### config.mk
export PLATFORM = sky130hd
export DESIGN_NAME = sset_ram
export DESIGN_NICKNAME = d
export VERILOG_FILES = /design/src/hdl/sset_ram.sv
export SDC_FILE = /design/constraint.sdc
export NUM_CORES = 2
export LEC_CHECK = 0
export BUFFER_PORTS_ARGS = -buffer_cell sky130_fd_sc_hd__buf_4
export CAP_MARGIN = 25
export CORE_ASPECT_RATIO = 0.5
export CORE_UTILIZATION = 40
export CTS_BUF_LIST = sky130_fd_sc_hd__clkbuf_4 sky130_fd_sc_hd__clkbuf_8
export CTS_CLUSTER_SIZE = 25
export DETAILED_ROUTE_END_ITERATION = 8
export PLACE_DENSITY = 0.51
export SLEW_MARGIN = 15
export SYNTH_ARGS = -nofsm -noshare
export SYNTH_HDL_FRONTEND = slang
export SYNTH_SLANG_ARGS = --single-unit
### constraint.sdc
create_clock -name i_clk -period 5.9 [get_ports i_clk]
set_input_delay 0.885 -clock i_clk [delete_from_list [all_inputs] [get_ports i_clk]]
set_output_delay 0.885 -clock i_clk [all_outputs]
set_load 0.02 [all_outputs]
### src/hdl/sset_ram.sv
`default_nettype none

module sset_ram #(
    parameter int WIDTH = 32,
    parameter int DEPTH = 128
) (
    input  wire logic                     i_clk,
    input  wire logic                     i_we,
    input  wire logic [$clog2(DEPTH)-1:0] i_waddr,
    input  wire logic [WIDTH-1:0]         i_wdata,
    input  wire logic [$clog2(DEPTH)-1:0] i_raddr,
    output      logic [WIDTH-1:0]         o_rdata
);

    logic [WIDTH-1:0] r_mem [DEPTH];

    always_ff @(posedge i_clk) begin
        if (i_we) begin
            r_mem[i_waddr] <= i_wdata;
        end
        o_rdata <= r_mem[i_raddr];
    end

endmodule

`default_nettype wire

======== Word-level counts from Yosys, hierarchy flattened ========
Memory sizes are Yosys's and may differ from the RTL's. A register that Yosys moved wholly into a read port is not among the register bits.
Cells that the tools add are included.
Widths: inputs -> output; s select.
word-level totals
  RAM bits ................................ 4096
  word-level logic and storage cells ...... 3
  register bits after elaboration ......... 0
  latch bits .............................. 0
  memories kept ........................... 1
  input port bits ......................... 48
  ROM bits ................................ 0
cells by class
  multipliers ............................. 0
  add/sub/neg operators ................... 0
  muxes and demuxes ....................... 2
  equality and inequality tests ........... 0
  order comparisons ....................... 0
  reductions and logical operators ........ 0
  shift-type cells ........................ 0
  divide/modulo/power cells ............... 0
  bitwise gates (word level) .............. 0
memory list
  memory  words  width  rd ports  clocked after memory_dff  write ports  line  text
  r_mem   128    32     1         1                         1            15    logic [WIDTH-1:0] r_mem [DEPTH];
operator list
  operator  number
  $mux 1    2

======== Depth between registers and ports, before layout ========
  word-level depth ........................ 2
  mapped depth ............................ 8
  depth with buffers taken out ............ 4

======== Worst setup path before layout ========
No wires, ideal clock.
  kind .................................... in2reg
  from .................................... input port i_we
  to ...................................... memory r_mem[98][0], enable pin
  setup time .............................. 0.461 ns
  path buffers ............................ 1
  cell stages on the path ................. 3
  arrival ................................. 3.663 ns
  path slack .............................. 1.776 ns
  path through ............................ clkbuf_1 nand4_1 nor3_1
between the ends
  word-level cells in the longest chain between the ends .. 2
ends and longest elaborated chain
  what                          line  text
  from (decl)                   8     input wire logic i_we,
  $mux 1                        18    if (i_we) begin
  $mux 1 (implied by the code)  19    r_mem[i_waddr] <= i_wdata;
  to (decl)                     15
No other way between the ends.

==> flow_summary.toml <==
[setup_path]
cpMostUsedCell = "sky130_fd_sc_hd__mux4_2"
critical_path.n_buffers_inverters = 2
timing.setup.critical_path_class = "input pin to flop"
critical_path_peak_fanout = 76
rrSetupSlack_ns = 3.16
timing.critical_path.to_type = "flop"
r2r-start = "r_mem[69][22]"
critPathRequiredTime_ns = 6.86
cp_cell_sequence = "buf_16, buf_4, mux4_2, mux4_2, mux4_2, mux2_2"
timing.critical_path.from_type = "input pin"
cp.arrival_ns = 4.53
critPathTopFamily = "multiplexers"
worst-r2r-cell-count = 4
max_stage_delay_ns = 0.75
worst_r2r_endpoint = "o_rdata[22]"
cp_slowest_cell = "sky130_fd_sc_hd__mux4_2"

[sta]
layout_worst_path_cycle_share_pct = 60.48
max_slew_margin_pct = 22.75
slew_of_the_pin_with_the_lowest_slew_margin_ns = 1.159
grt_setup_unrepaired = "false"
period_minus_slack_ns = 3.568
fmaxAchievable_mhz = 280.3
final_report_hold_violation_count = 0
skew_final_ns = 0.06219
drv_slew = 0
setup_tns_ns = 0
final-setup-viol-count = 0

[yosys]
postSynthNetCount = 6038
seq_area_frac_synth_pct = 79.12
yosys.area.top_type = "sky130_fd_sc_hd__edfxtp_1"
synth-async-reset-ratio_pct = 0
synth.top_cell.area_share_pct = 78.71
synthesis.yosys.warnings = 0
synthCells = 5990
netlist_top_cells_count = "sky130_fd_sc_hd__edfxtp_1, sky130_fd_sc_hd__mux4_2, sky130_fd_sc_hd__clkbuf_1"
leading_post_synthesis_cells_by_cell_area = "sky130_fd_sc_hd__edfxtp_1, sky130_fd_sc_hd__mux4_2, sky130_fd_sc_hd__clkbuf_1"
post_synth.cell_area_avg_um2 = 26.09
yosys_cell_types = 17
cell_with_the_most_instances_after_synthesis = "sky130_fd_sc_hd__edfxtp_1"
synth.cell_area_um2 = 156300
synth_edf_count = 4096
postSynthRegisterBits = 4128
synth-main-ff-cell = "sky130_fd_sc_hd__edfxtp_1"

[finish]
layoutNonFillerInstCount = 12310
syn_to_final_growth_pct = 14.14
final_layout_size_suffix_gt1_share_pct = 40.14
layout.cell_area.non_filler_um2 = 178400
num-nets-final = 6771
nFillCells = 31384

[drt]
viasPerCell = 5.929
via_count = 72990
drc = 0
first_iter_violations = 9553
drt_wl_total_mm = 464.7
routed_wire_length_per_instance_um = 37.75
firstDrtPassIters = 6
postRouteAntennaNets = 0

[die]
floorplan.initialDensity_pct = 40.41
overall_die_area_um2 = 393300
die_y_um = 444.0
floorplan.io_pins = 80
fp.dieW_um = 886.0
core_area_um2 = 386800
fp-row-count = 161

[hold_path]
hold_start = "i_wdata[23]"
timing.hold.worst_path_depth = 1
worst_hold_path_type = "input pin to flop"
hold_end = "r_mem[61][23]"

[placed_design]
port_buffers = 79
dp.cells = 11241
dpl.hpwl_mm = 264.7
place_area_um2 = 166700
finalWeightedCongestion = 0.7843

[run]
max_cap_viol_count = 0

[status]
status = "finished, final reports clean"

[grt]
grt_max_degree = 104
wire_length_of_the_first_global_routing_pass_mm = 629.6
grtUsageMet3_pct = 4.704
track_usage_pct = 23.32
number_of_global_route_vias_before_repair = 74461
grt_met1_use_pct = 33.66
grt_overflow_total = 0
use_met2_pct = 36.87
number_of_antenna_violations_at_the_first_check_in_global_routing = 73
most_crowded_layer_after_global_routing = "met2"

[clocking]
clkSlewWorstSetupHoldPaths_ns = 0.07
cts_tree = "built"
cts_repair_resized_insts = 0
clk_path_buf_depth = 4
insertion_delay_ns = 1.12
clock-root-buffer = "sky130_fd_sc_hd__clkbuf_8"
cts_inserted_buffers = 607
htree_num_levels = 6
cts_num_sinks = 4128
post-cts-setup-buffers = 0
ctsHoldBuffers = 0

[power]
ir_drop_mv = 0.1721
p_per_cell_area_nw_per_um2 = 327.9
leakage_nw = 54.59
[logic make-up after synthesis]
kind of cell	Yosys count	synth area share, %
buffers and inverters	316	0.8391
flip-flops	4128	79.12
multiplexers	1376	19.60
AND/OR/NAND/NOR	170	0.4460
[layout by cell type (no fill, tap or decap), drive strengths merged]
cell type and instances:
clkinvlp 19, nand2 14, edfxtp 4096, mux4 1344
nor3 9, inv 12, nand3 12, or3 1
dfxtp 32, mux2 32, bufinv 8, clkinv 154
clkbuf 851, nor2 122, nand4 3, nand2b 2
diode 18, nor2b 7, buf 440
[sequential cells by signal (all words and copies together), names as in the netlist]
signal	count
o_rdata	32
r_mem	4096
[power by group]
part	switching, mW	internal, mW	total [mW]
Sequential	0.149	32.4	32.5
Clock	11.0	11.6	22.7
Combinational	2.04	1.25	3.29
[metal layers]
metal,part of all wire (%),routed length [µm]
met1,42,194200
met2,47,219700
met3,8.5,39300
met4,2.4,11360
met5,0.017,78
[worst reg2reg max path, delay by kind of cell (launching register included)]
family | cells | cell delay (ns)
flops | 1 | 0.36
mux | 4 | 2.28
[per-stage QoR]
stage / util, % / setup WS (ns) / hold slack [ns] / power [mW]
after floorplan: - / 1.776 / 0.9839 / 34.65
after global placement: 42.99 / 1.232 / 1.123 / 36.41
after detailed placement: 43.10 / 1.243 / 1.137 / 36.47
after CTS: 46.06 / 2.438 / 0.09509 / 58.96
after global routing: 46.11 / 2.339 / 0.1586 / 60.23
final: 46.12 / 2.332 / 0.2111 / 58.48
[worst max-delay path by stage]
stage / from / endpoint / slack [ns] / depth (start not counted)
after floorplan: i_we / r_mem[98][0] / 1.78 / 3
after global placement: i_raddr[0] / o_rdata[15] / 1.23 / 6
after detailed placement: i_raddr[0] / o_rdata[22] / 1.24 / 7
after CTS: i_raddr[0] / o_rdata[15] / 2.44 / 6
after global routing: i_raddr[0] / o_rdata[15] / 2.34 / 6
final: i_raddr[0] / o_rdata[22] / 2.33 / 6
[layout make-up]
class	instances	area [µm²]	area share, %
tap	5134	6424	3.601
timing repair buffer	440	4533	2.541
clock inverter	193	1111	0.6229
antenna	18	45.04	0.02525
clock buffer	851	10330	5.791
sequential	4128	123600	69.31
multi-input combinational	1546	32290	18.10
Power figures use the tool's default switching activity.
