File: src/hdl/sset_pkg.sv
`default_nettype none

package sset_pkg;

    localparam int DEPTH_DEF = 128;
    localparam int KEY_W     = 32;
    localparam int POS_W     = 7;
    localparam int CNT_W     = 8;

    typedef enum logic [1:0] {
        ST_IDLE,
        ST_SCAN,
        ST_SHIFT,
        ST_FINISH
    } t_state;

    typedef struct packed {
        logic             found;
        logic             rejected_full;
        logic [POS_W-1:0] position;
        logic [CNT_W-1:0] stored_count;
    } t_result;

endpackage

`default_nettype wire

File: src/hdl/sset_ctrl.sv
`default_nettype none

module sset_ctrl
    import sset_pkg::*;
#(
    parameter int DEPTH = DEPTH_DEF
) (
    input  wire logic                     i_clk,
    input  wire logic                     i_rst_n,
    input  wire logic                     i_valid,
    input  wire logic [KEY_W-1:0]         i_key,
    output      logic                     o_busy,
    input  wire logic                     i_res_hold,
    output      logic                     o_res_vld,
    output      t_result                  o_res,
    output      logic                     o_we,
    output      logic [$clog2(DEPTH)-1:0] o_waddr,
    output      logic [KEY_W-1:0]         o_wdata,
    output      logic [$clog2(DEPTH)-1:0] o_raddr,
    input  wire logic [KEY_W-1:0]         i_rdata
);

    localparam int AW = $clog2(DEPTH);
    localparam int IW = $clog2(DEPTH + 1);

    t_state           r_state, n_state;
    logic [KEY_W-1:0] r_key, n_key;
    logic [KEY_W-1:0] r_carry, n_carry;
    logic [IW-1:0]    r_idx, n_idx;
    logic [IW-1:0]    r_cnt, n_cnt;
    logic [AW-1:0]    r_pos, n_pos;
    logic             r_found, n_found;
    logic             r_rej, n_rej;

    logic [IW-1:0]    idx_inc;
    logic             at_end;
    logic             full;

    assign idx_inc = r_idx + 1'b1;
    assign at_end  = (r_idx == r_cnt);
    assign full    = (r_cnt == IW'(DEPTH));

    always_ff @(posedge i_clk) begin
        if (!i_rst_n) begin
            r_state <= ST_IDLE;
            r_cnt   <= '0;
        end else begin
            r_state <= n_state;
            r_cnt   <= n_cnt;
        end
        r_key   <= n_key;
        r_carry <= n_carry;
        r_idx   <= n_idx;
        r_pos   <= n_pos;
        r_found <= n_found;
        r_rej   <= n_rej;
    end

    always_comb begin
        n_state   = r_state;
        n_key     = r_key;
        n_carry   = r_carry;
        n_idx     = r_idx;
        n_cnt     = r_cnt;
        n_pos     = r_pos;
        n_found   = r_found;
        n_rej     = r_rej;
        o_we      = 1'b0;
        o_waddr   = r_idx[AW-1:0];
        o_wdata   = r_key;
        o_raddr   = idx_inc[AW-1:0];
        o_res_vld = 1'b0;

        case (r_state)
            ST_IDLE: begin
                o_raddr = '0;
                if (i_valid) begin
                    n_key   = i_key;
                    n_idx   = '0;
                    n_state = ST_SCAN;
                end
            end
            ST_SCAN: begin
                if (at_end) begin
                    n_found = 1'b0;
                    n_state = ST_FINISH;
                    if (full) begin
                        n_rej = 1'b1;
                        n_pos = '0;
                    end else begin
                        n_rej = 1'b0;
                        o_we  = 1'b1;
                        n_pos = r_idx[AW-1:0];
                        n_cnt = r_cnt + 1'b1;
                    end
                end else if (i_rdata == r_key) begin
                    n_found = 1'b1;
                    n_rej   = 1'b0;
                    n_pos   = r_idx[AW-1:0];
                    n_state = ST_FINISH;
                end else if ($signed(i_rdata) < $signed(r_key)) begin
                    n_idx = idx_inc;
                end else begin
                    n_found = 1'b0;
                    if (full) begin
                        n_rej   = 1'b1;
                        n_pos   = '0;
                        n_state = ST_FINISH;
                    end else begin
                        n_rej   = 1'b0;
                        o_we    = 1'b1;
                        n_pos   = r_idx[AW-1:0];
                        n_carry = i_rdata;
                        n_idx   = idx_inc;
                        n_state = ST_SHIFT;
                    end
                end
            end
            ST_SHIFT: begin
                // write the carried entry one place up, pick up the one it displaces
                o_we    = 1'b1;
                o_wdata = r_carry;
                n_carry = i_rdata;
                n_idx   = idx_inc;
                if (at_end) begin
                    n_cnt   = r_cnt + 1'b1;
                    n_state = ST_FINISH;
                end
            end
            ST_FINISH: begin
                if (!i_res_hold) begin
                    o_res_vld = 1'b1;
                    n_state   = ST_IDLE;
                end
            end
            default: begin
                n_state = ST_IDLE;
            end
        endcase
    end

    assign o_busy               = (r_state != ST_IDLE);
    assign o_res.found          = r_found;
    assign o_res.rejected_full  = r_rej;
    assign o_res.position       = POS_W'(r_pos);
    assign o_res.stored_count   = CNT_W'(r_cnt);

endmodule

`default_nettype wire
File: config.mk
export PLATFORM = sky130hd
export DESIGN_NAME = sset_ctrl
export DESIGN_NICKNAME = d
export VERILOG_FILES = /design/src/hdl/sset_pkg.sv /design/src/hdl/sset_ctrl.sv
export SDC_FILE = /design/constraint.sdc
export NUM_CORES = 1
export LEC_CHECK = 0
export BUFFER_PORTS_ARGS = -buffer_cell sky130_fd_sc_hd__buf_4
export CAP_MARGIN = 20
export CORE_MARGIN = 3
export CORE_UTILIZATION = 54
export CTS_BUF_LIST = sky130_fd_sc_hd__clkbuf_8
export DETAILED_ROUTE_END_ITERATION = 8
export MAX_ROUTING_LAYER = met4
export PLACE_DENSITY = 0.93
export SLEW_MARGIN = 20
export SYNTH_ARGS = -nofsm -noshare
export SYNTH_HDL_FRONTEND = slang
export SYNTH_SLANG_ARGS = --single-unit
File: constraint.sdc
create_clock -name i_clk -period 5.8 [get_ports i_clk]
set_clock_uncertainty 0.1 [all_clocks]
set_input_delay 0.29 -clock i_clk [delete_from_list [all_inputs] [get_ports i_clk]]
set_output_delay 0.29 -clock i_clk [all_outputs]
set_load 0.02 [all_outputs]
# Word level (Yosys, flattened, before mapping)
# Cells that the tools add are included.
dict set report classes {
  addsub 2
  n_lt_le_gt_ge 1
  eq_ne 17
  muxes 42
  n_reduce_logical 10
}
# operator n
set op_table {}
lappend op_table {{two-way mux 32 bit} 5}
lappend op_table {{two-way mux 8 bit} 8}
lappend op_table {{one-hot mux 32 bit (2 select lines)} 1}
lappend op_table {{two-way mux 7 bit} 5}
lappend op_table {{== test 32 bit} 1}
lappend op_table {{less-than comparator 32 bit} 1}
lappend op_table {{one-hot mux 8 bit (3 select lines)} 1}
lappend op_table {{adder 8 x 1 -> 8 bit (second input constant)} 2}
lappend op_table {{!= test 2 bit (second input constant)} 8}
lappend op_table {{one-hot mux 8 bit (2 select lines)} 1}
lappend op_table {{two-way mux 1 bit} 13}
lappend op_table {{two-way mux 2 bit} 6}
lappend op_table {{AND reduction 5 bit} 2}
lappend op_table {{== test 8 bit} 1}
lappend op_table {{== test 8 bit (second input constant)} 1}
lappend op_table {{one-hot mux 2 bit (4 select lines)} 1}
lappend op_table {{AND reduction 4 bit} 2}
lappend op_table {{!= test 3 bit (second input constant)} 2}
lappend op_table {{== test 2 bit (second input constant)} 2}
lappend op_table {{!= test 4 bit (second input constant)} 1}
lappend op_table {{AND reduction 2 bit} 2}
lappend op_table {{nonzero test 2 bit} 2}
lappend op_table {{nonzero test 3 bit} 1}
lappend op_table {{== test 2 x 1 -> 1 bit (second input constant)} 1}
lappend op_table {{2 further kinds} 2}
dict set report word_totals {
  ff_bits 91
  in_bits 68
  out_inout_bits 66
}

# Depth between registers and ports, before layout
# Gate-level depths: netlist (run 1).
dict set report logic_depth {
  ltp_word 6
  ltp_mapped 10
  depth_no_buf 9
}

# Least setup slack after synthesis (run 1)
# OpenSTA, ideal clock, no wires.
dict set report synth_path {
  path_kind {flip-flop to flip-flop}
  start {reg r_key[14]}
  end {reg r_carry[0], enable pin}
  arrival_ns 3.851
  required_time_ns 5.234
  path_slack_ns 1.383
  stages_incl_launch_ff 9
  path_buffers 0
  synth_period_minus_slack_ns 4.417
  path_cell_list {edfxtp_1 > inv_1 > ha_1 > nand4_1 > nor4_1 > a21boi_0 > o31ai_1 > o311a_1 > o21ai_0}
}
dict set report synth_via {
  elab_chain_len 3
  elab_cells_between_ends 5
}
# item line
set synth_lines {}
lappend synth_lines {{start: declaration} sset_ctrl.sv:27} ;# logic [KEY_W-1:0] r_key, n_key;
lappend synth_lines {{start signal: assignment} sset_ctrl.sv:51} ;# r_key <= n_key;
lappend synth_lines {{less-than comparator 32 bit or == test 32 bit (tied branches)} {sset_ctrl.sv:101, sset_ctrl.sv:96}}
lappend synth_lines {{!= test 2 bit (no line)} n/a}
lappend synth_lines {{AND reduction 5 bit (no line) (*)} n/a}
lappend synth_lines {{end signal: assignment} sset_ctrl.sv:52} ;# r_carry <= n_carry;
lappend synth_lines {{end: declaration} sset_ctrl.sv:28} ;# logic [KEY_W-1:0] r_carry, n_carry;
# Mark *: on every way between the ends. The rest lies on a longest branch, timed or not.
# A chain may end at the register's enable or synchronous reset.

# Worst setup path in the final report (run 1)
dict set report layout_path {
  start {in i_rdata[14]}
  end {out o_we}
}
dict set report layout_via {
  elab_chain_len 5
  elab_cells_between_ends 6
}
# item line
set layout_lines {}
lappend layout_lines {{start: declaration} sset_ctrl.sv:20} ;# input wire logic [KEY_W-1:0] i_rdata
lappend layout_lines {{less-than comparator 32 bit} sset_ctrl.sv:101} ;# end else if ($signed(i_rdata) < $signed(r_key)) begin
lappend layout_lines {{two-way mux 1 bit} sset_ctrl.sv:101}
lappend layout_lines {{two-way mux 1 bit (*)} sset_ctrl.sv:96} ;# end else if (i_rdata == r_key) begin
lappend layout_lines {{two-way mux 1 bit (*)} sset_ctrl.sv:84} ;# if (at_end) begin
lappend layout_lines {{one-hot mux 1 bit (2 select lines) (*)} sset_ctrl.sv:74} ;# case (r_state)
lappend layout_lines {{end: declaration} sset_ctrl.sv:16} ;# output logic o_we,
# Marks and branches as above.

==> results.ini, run 1 <==
[timing]
setup_tns_ns=0
tightest_slew_ns=0.869
finalHoldViolCount=0
fin_crit_ns=3.47
rsz0062_at_grt=no
post-route-period-util=0.598
setup_viol=0
drv_slew=0
fmax_mhz=288
max_slew_margin=0.421
fin_hold_ws_ns=0.0173

[setup_path]
critPathKind=input pin to output port
cp_max_fo=7
timing.rr.end=r_idx[0]$_SDFFCE_PN0P_
cp.arrival_ns=3.08
r2r_slack_ns=2.56
worstRegToRegCells=9
r2r_start=r_key[14]$_DFFE_PP_
required_ns=5.41
start_kind=input pin
cp-end-kind=output port

[synth]
synth.most_common_cell=edfxtp_1
synth_edf_count=81
synth_async_sr_flop_share=0
synth.area.top_cells=edfxtp_1, ha_1, dfxtp_1, o21ai_0, nand2_1
yosysWarningCount=0
ys_types=44
ys.flop_type=edfxtp_1
seq_area_frac_synth=0.564
syn_avg_cell_area_um2=11.4
synth_top_area_frac=0.521
netlist_top_cells_count=edfxtp_1, nand2_1, inv_1
syn-num-nets=519
syn_inst=411
netlist_area_um2=4670
synth_area_leader_cell=edfxtp_1
synth_seq_cells=91

[hold_path]
worstHoldPathType=input pin to flop
min_path_cells=1
min_to=r_key[28]$_DFFE_PP_
worstHoldStart=i_key[28]

[layout]
nNetsFinal=672
area_growth_syn_to_layout_pct=33.0
fin_area_um2=6210
n_antenna_cell=0
drive_above_1_share=0.274
fillers=531

[clocking]
holdBufCountCts=5
clk_pin_slew_ns=0.08
htree_levels=3
cts_setup_buffers=0
clock_latency_ns=0.35
clockBufferDepth=2
cts.sinks=91
cts-resized-gates=0
cts_tree=built
cts-root-buf=clkbuf_8
numCtsBuffers=9

[status]
status=completed

[power]
power.density_nw_per_um2=441
ir_drop_mv=0.361
p_leak_nw=2.64
p_total_mw=2.73

[floorplan]
core_um2=8300
start_util=0.562
rows=33
die_h_um=99.0
io_pins=134
die_area_um2=9790
die_w_um=99.0

[detailed_routing]
dr.pass1.iters=5
viasPerCell=5.40
drt-total-wl_um=11400
drt_iter0_drc=126
route.detailed.drc=0
vias=3639
antenna_left=0
drt-wirelength-per-cell_um=17.0

[global_routing]
grt_max_degree=68
track_usage=0.227
grt_first_pass_wirelength_um=17000
antenna_found_initial=0
grt_pass1_vias=3469
gr-total-overflow=0

[placed_design]
dpl_cell_area_um2=5700
routabilityCongestion=0.887
io_buffers=133
detailed_place_hpwl_um=7960

[run]
max_cap_violations=0

-- metrics by stage --
step	worst slack [ns]	util	instances
2_1_floorplan	1.38	-	411
3_3_place_gp	2.49	0.687	629
3_5_place_dp	2.35	0.687	629
4_1_cts	2.34	0.715	650
5_1_grt	2.18	0.748	674
6_report	2.33	0.748	674
-- layout by cell type (no fill, tap or decap), types with 2 or more instances in the layout --
master | synthesis | layout
a21o_1 | 2 | 2
dlygate4sd3_1 | 0 | 28
xor2_1 | 7 | 7
nand3_1 | 7 | 7
a31oi_1 | 3 | 3
buf_4 | 9 | 134
and2_1 | 9 | 9
nor2_1 | 14 | 14
mux2i_1 | 2 | 2
and3_1 | 3 | 3
xnor2_1 | 14 | 14
edfxtp_1 | 81 | 81
nor2b_1 | 20 | 20
ha_1 | 40 | 39
clkinv_1 | 0 | 4
nand4_1 | 10 | 10
nor4_1 | 2 | 2
clkbuf_8 | 0 | 9
nand2_1 | 49 | 49
inv_1 | 43 | 43
a21oi_1 | 14 | 14
dfxtp_1 | 10 | 10
o21ai_0 | 39 | 38
-- logic make-up after synthesis --
group                    share of synthesized area
AND/OR/NAND/NOR                              0.127
AO/OA/AOI/OAI                               0.0960
flip-flops                                   0.564
adder cells (fa/ha/maj)                      0.107
XOR/XNOR                                    0.0394
multiplexers                               0.00670
buffers and inverters                       0.0593
-- final cells by class --
cell class / instances / area (µm²) / area share
sequential: 91 / 2630 / 0.424
clock inverter: 7 / 58.8 / 0.00947
timing repair buffer: 163 / 1310 / 0.212
clock buffer: 9 / 124 / 0.0200
inverter: 43 / 161 / 0.0260
multi-input combinational: 256 / 1790 / 0.288
tap: 105 / 131 / 0.0212
-- registers in the layout, summed over array words and instances (netlist names) --
register	flops
r_carry	32
r_cnt	8
r_found	1
r_idx	8
r_key	32
r_pos	7
r_rej	1
r_state	2
-- worst max-delay path by stage --
stage | start | to | slack (ns) | depth (start not counted)
6_report | i_rdata[14] | o_we | 2.33 | 11
3_5_place_dp | i_rdata[14] | r_idx[1]$_SDFFCE_PN0P_ | 2.35 | 9
2_1_floorplan | r_key[14]$_DFFE_PP_ | r_carry[0]$_DFFE_PP_ | 1.38 | 8
3_3_place_gp | i_rdata[7] | r_idx[1]$_SDFFCE_PN0P_ | 2.49 | 9
5_1_grt | i_rdata[14] | o_we | 2.18 | 11
4_1_cts | r_key[14]$_DFFE_PP_ | r_idx[5]$_SDFFCE_PN0P_ | 2.34 | 9
-- routing by layer --
metal  part of all wire  routed length (µm)  vias to the layer above  GRT usage
met2               0.52                5910                      167      0.387
met5                  0                   0                        -          -
met3              0.062                 707                       36     0.0410
met4              0.032                 363                        0     0.0756
li1                   -                   -                     1745          -
met1               0.39                4450                     1691      0.273
-- critical path, cell delays in order --
cell	delay [ns]
dlygate4sd3_1	0.54
buf_4	0.14
ha_1	0.32
nand4_1	0.15
nor4_1	0.46
a21boi_0	0.26
o31ai_1	0.09
o311a_1	0.24
nand2b_1	0.20
a31oi_1	0.21
buf_4	0.18
-- where the power goes --
part	switching [mW]	leakage (nW)	internal, mW
clock network	0.215	0.0931	0.194
registers	0.0977	0.850	0.958
logic	0.763	1.69	0.507
total	1.08	2.64	1.66
(Power assumes the default switching activity.)
==> run 2, diff against run 1 <==
==> constraint.sdc (replaced) <==
create_clock -name i_clk -period 3.4 [get_ports i_clk]
set_clock_uncertainty 0.1 [all_clocks]
set_input_delay 0.17 -clock i_clk [delete_from_list [all_inputs] [get_ports i_clk]]
set_output_delay 0.17 -clock i_clk [all_outputs]
set_load 0.02 [all_outputs]
==> results.ini, run 2 (same netlist as run 1, synthesis figures left out) <==
[status]
status=completed

[detailed_routing]
drt-wirelength-per-cell_um=17.2  ; +1.4%
route.detailed.drc=0  ; unchanged
viasPerCell=5.43  ; +0.57%
antenna_left=0  ; unchanged
dr.pass1.iters=5  ; unchanged
vias=3866  ; +6.2%
drt-total-wl_um=12300  ; +7.2%
drt_iter0_drc=268  ; +110%

[clocking]
cts-root-buf=clkbuf_8
clockBufferDepth=2  ; unchanged
clk_pin_slew_ns=0.08  ; about the same
htree_levels=3  ; unchanged
cts.sinks=91  ; unchanged
cts_setup_buffers=0  ; unchanged
clock_latency_ns=0.35  ; about the same
numCtsBuffers=9  ; unchanged
cts_tree=built

[setup_path]
cp.arrival_ns=3.02  ; -0.06 ns
slowest_stage=dlygate4sd3_1
crit_family=buffers and inverters
crit_chain=dlygate4sd3_1 > buf_4 > ha_1 > nand4_1 > nor4_2 > a21boi_0 > o31ai_1 > o311a_1 > nand2b_1 > a31oi_1 > buf_4
cp_max_fo=7  ; unchanged
cp-end-kind=output port
critPathBufInv=3  ; unchanged
critPathKind=input pin to output port
required_ns=3.13  ; -2.28 ns
cpPeakStageDelay_ns=0.55  ; about the same
crit_top_cell=buf_4
start_kind=input pin

[power]
pwr-share-seq=0.377  ; -0.009
internal-power_mw=2.91  ; +75%
swShare=0.392  ; -0.00146
power.density_nw_per_um2=727  ; +65%
clkPwrFrac=0.162  ; +0.012
p_total_mw=4.79  ; +75%
p_leak_nw=2.81  ; +6.5%
switchingPower_mw=1.88  ; +74%
ir_drop_mv=0.383  ; +6.1%
comb_power_share=0.460  ; -0.004

[floorplan]
core_um2=8300  ; unchanged
die_area_um2=9790  ; unchanged
die_h_um=99.0  ; unchanged
io_pins=134  ; unchanged
die_w_um=99.0  ; unchanged
start_util=0.562  ; unchanged
rows=33  ; unchanged

[placed_design]
routabilityCongestion=0.859  ; -3.2%
detailed_place_hpwl_um=8170  ; +2.7%
dp.cells=633  ; +0.64%
io_buffers=133  ; unchanged
dp_slack_ns=0.495  ; -1.85 ns

[timing]
finalHoldViolCount=0  ; unchanged
fin_hold_ws_ns=0.0157  ; -0.00164 ns
tightest_slew_ns=0.515  ; -0.354 ns
fmax_mhz=304
setup_viol=0  ; unchanged
max_slew_margin=0.652  ; +0.231
fin_crit_ns=3.29
post-route-period-util=0.967
setup_slack_ns=0.111  ; -2.22 ns
drv_slew=0  ; unchanged

[global_routing]
grt_first_pass_wirelength_um=19200  ; +13%
track_usage=0.256  ; +0.0288
grt_pass1_vias=3969  ; +14%
grt_max_degree=37  ; -46%
antenna_found_initial=0  ; unchanged
gr-total-overflow=0  ; unchanged

[layout]
drive_above_1_share=0.264  ; -0.0106
reg.largest.list=r_carry (32), r_key (32)
seqCellArea_um2=2630  ; unchanged
most-common-layout-cells=buf_4, edfxtp_1, dlygate4sd3_1
n_antenna_cell=0  ; unchanged
nNetsFinal=711  ; +5.8%
fillers=475  ; -11%
multi_input_area_um2=1780  ; -0.49%
layout_commonest_cell=buf_4
stdcell_count=712  ; +5.6%
utilization=0.793  ; +0.0454
area_growth_syn_to_layout_pct=41.1

[hold_path]
worstHoldPathType=input pin to flop

[run]
max_cap_violations=0  ; unchanged

## run 2: worst paths after layout
check / start / depth (start not counted) / slack (ns) / endpoint
worst max register to register: r_key[14]$_DFFE_PP_ / 10 / 0.41 / r_idx[7]$_SDFFCE_PN0P_
worst max-delay path: i_rdata[14] / 11 / 0.11 / o_we
worst min register to register: r_state[1]$_SDFFE_PN0P_ / 2 / 0.47 / r_state[1]$_SDFFE_PN0P_
worst min-delay path: i_rst_n / 2 / 0.02 / r_cnt[5]$_SDFFE_PN0P_
## run 2: final cells by class
cell class,count,area share
sequential,91,0.400
multi-input combinational,256,0.270
timing repair buffer,202,0.255
inverter,43,0.0245
tap,105,0.0200
clock buffer,9,0.0188
clock inverter,6,0.0124
## run 2: power by group through the flow
stage	Combinational (mW)	Sequential, mW	Clock (mW)
4_1_cts	2.17	1.80	0.783
3_3_place_gp	2.03	1.80	0
6_report	2.20	1.81	0.778
3_5_place_dp	2.10	1.82	0
2_1_floorplan	1.31	1.80	0
5_1_grt	2.36	1.84	0.837
## run 2: metrics by stage
stage	TNS (ns)	cell area, µm²
3_5_place_dp	0	5730
6_report	0	6580
2_1_floorplan	0	4670
5_1_grt	-0.00853	6580
4_1_cts	0	6580
3_3_place_gp	0	5730
## run 2: timing repair
item	in CTS	in global routing
setup endpoints to repair	0	1
hold buffers	64	0
endpoints found under the hold margin	64	0
gates resized for setup	0	1
## run 2: per-layer routing
metal  vias up  part of all wire  GRT usage
met5         -                 0          -
met2       223              0.50      0.436
met1      1791              0.39      0.303
met4         0             0.031     0.0872
li1       1816                 -          -
met3        36             0.073     0.0510
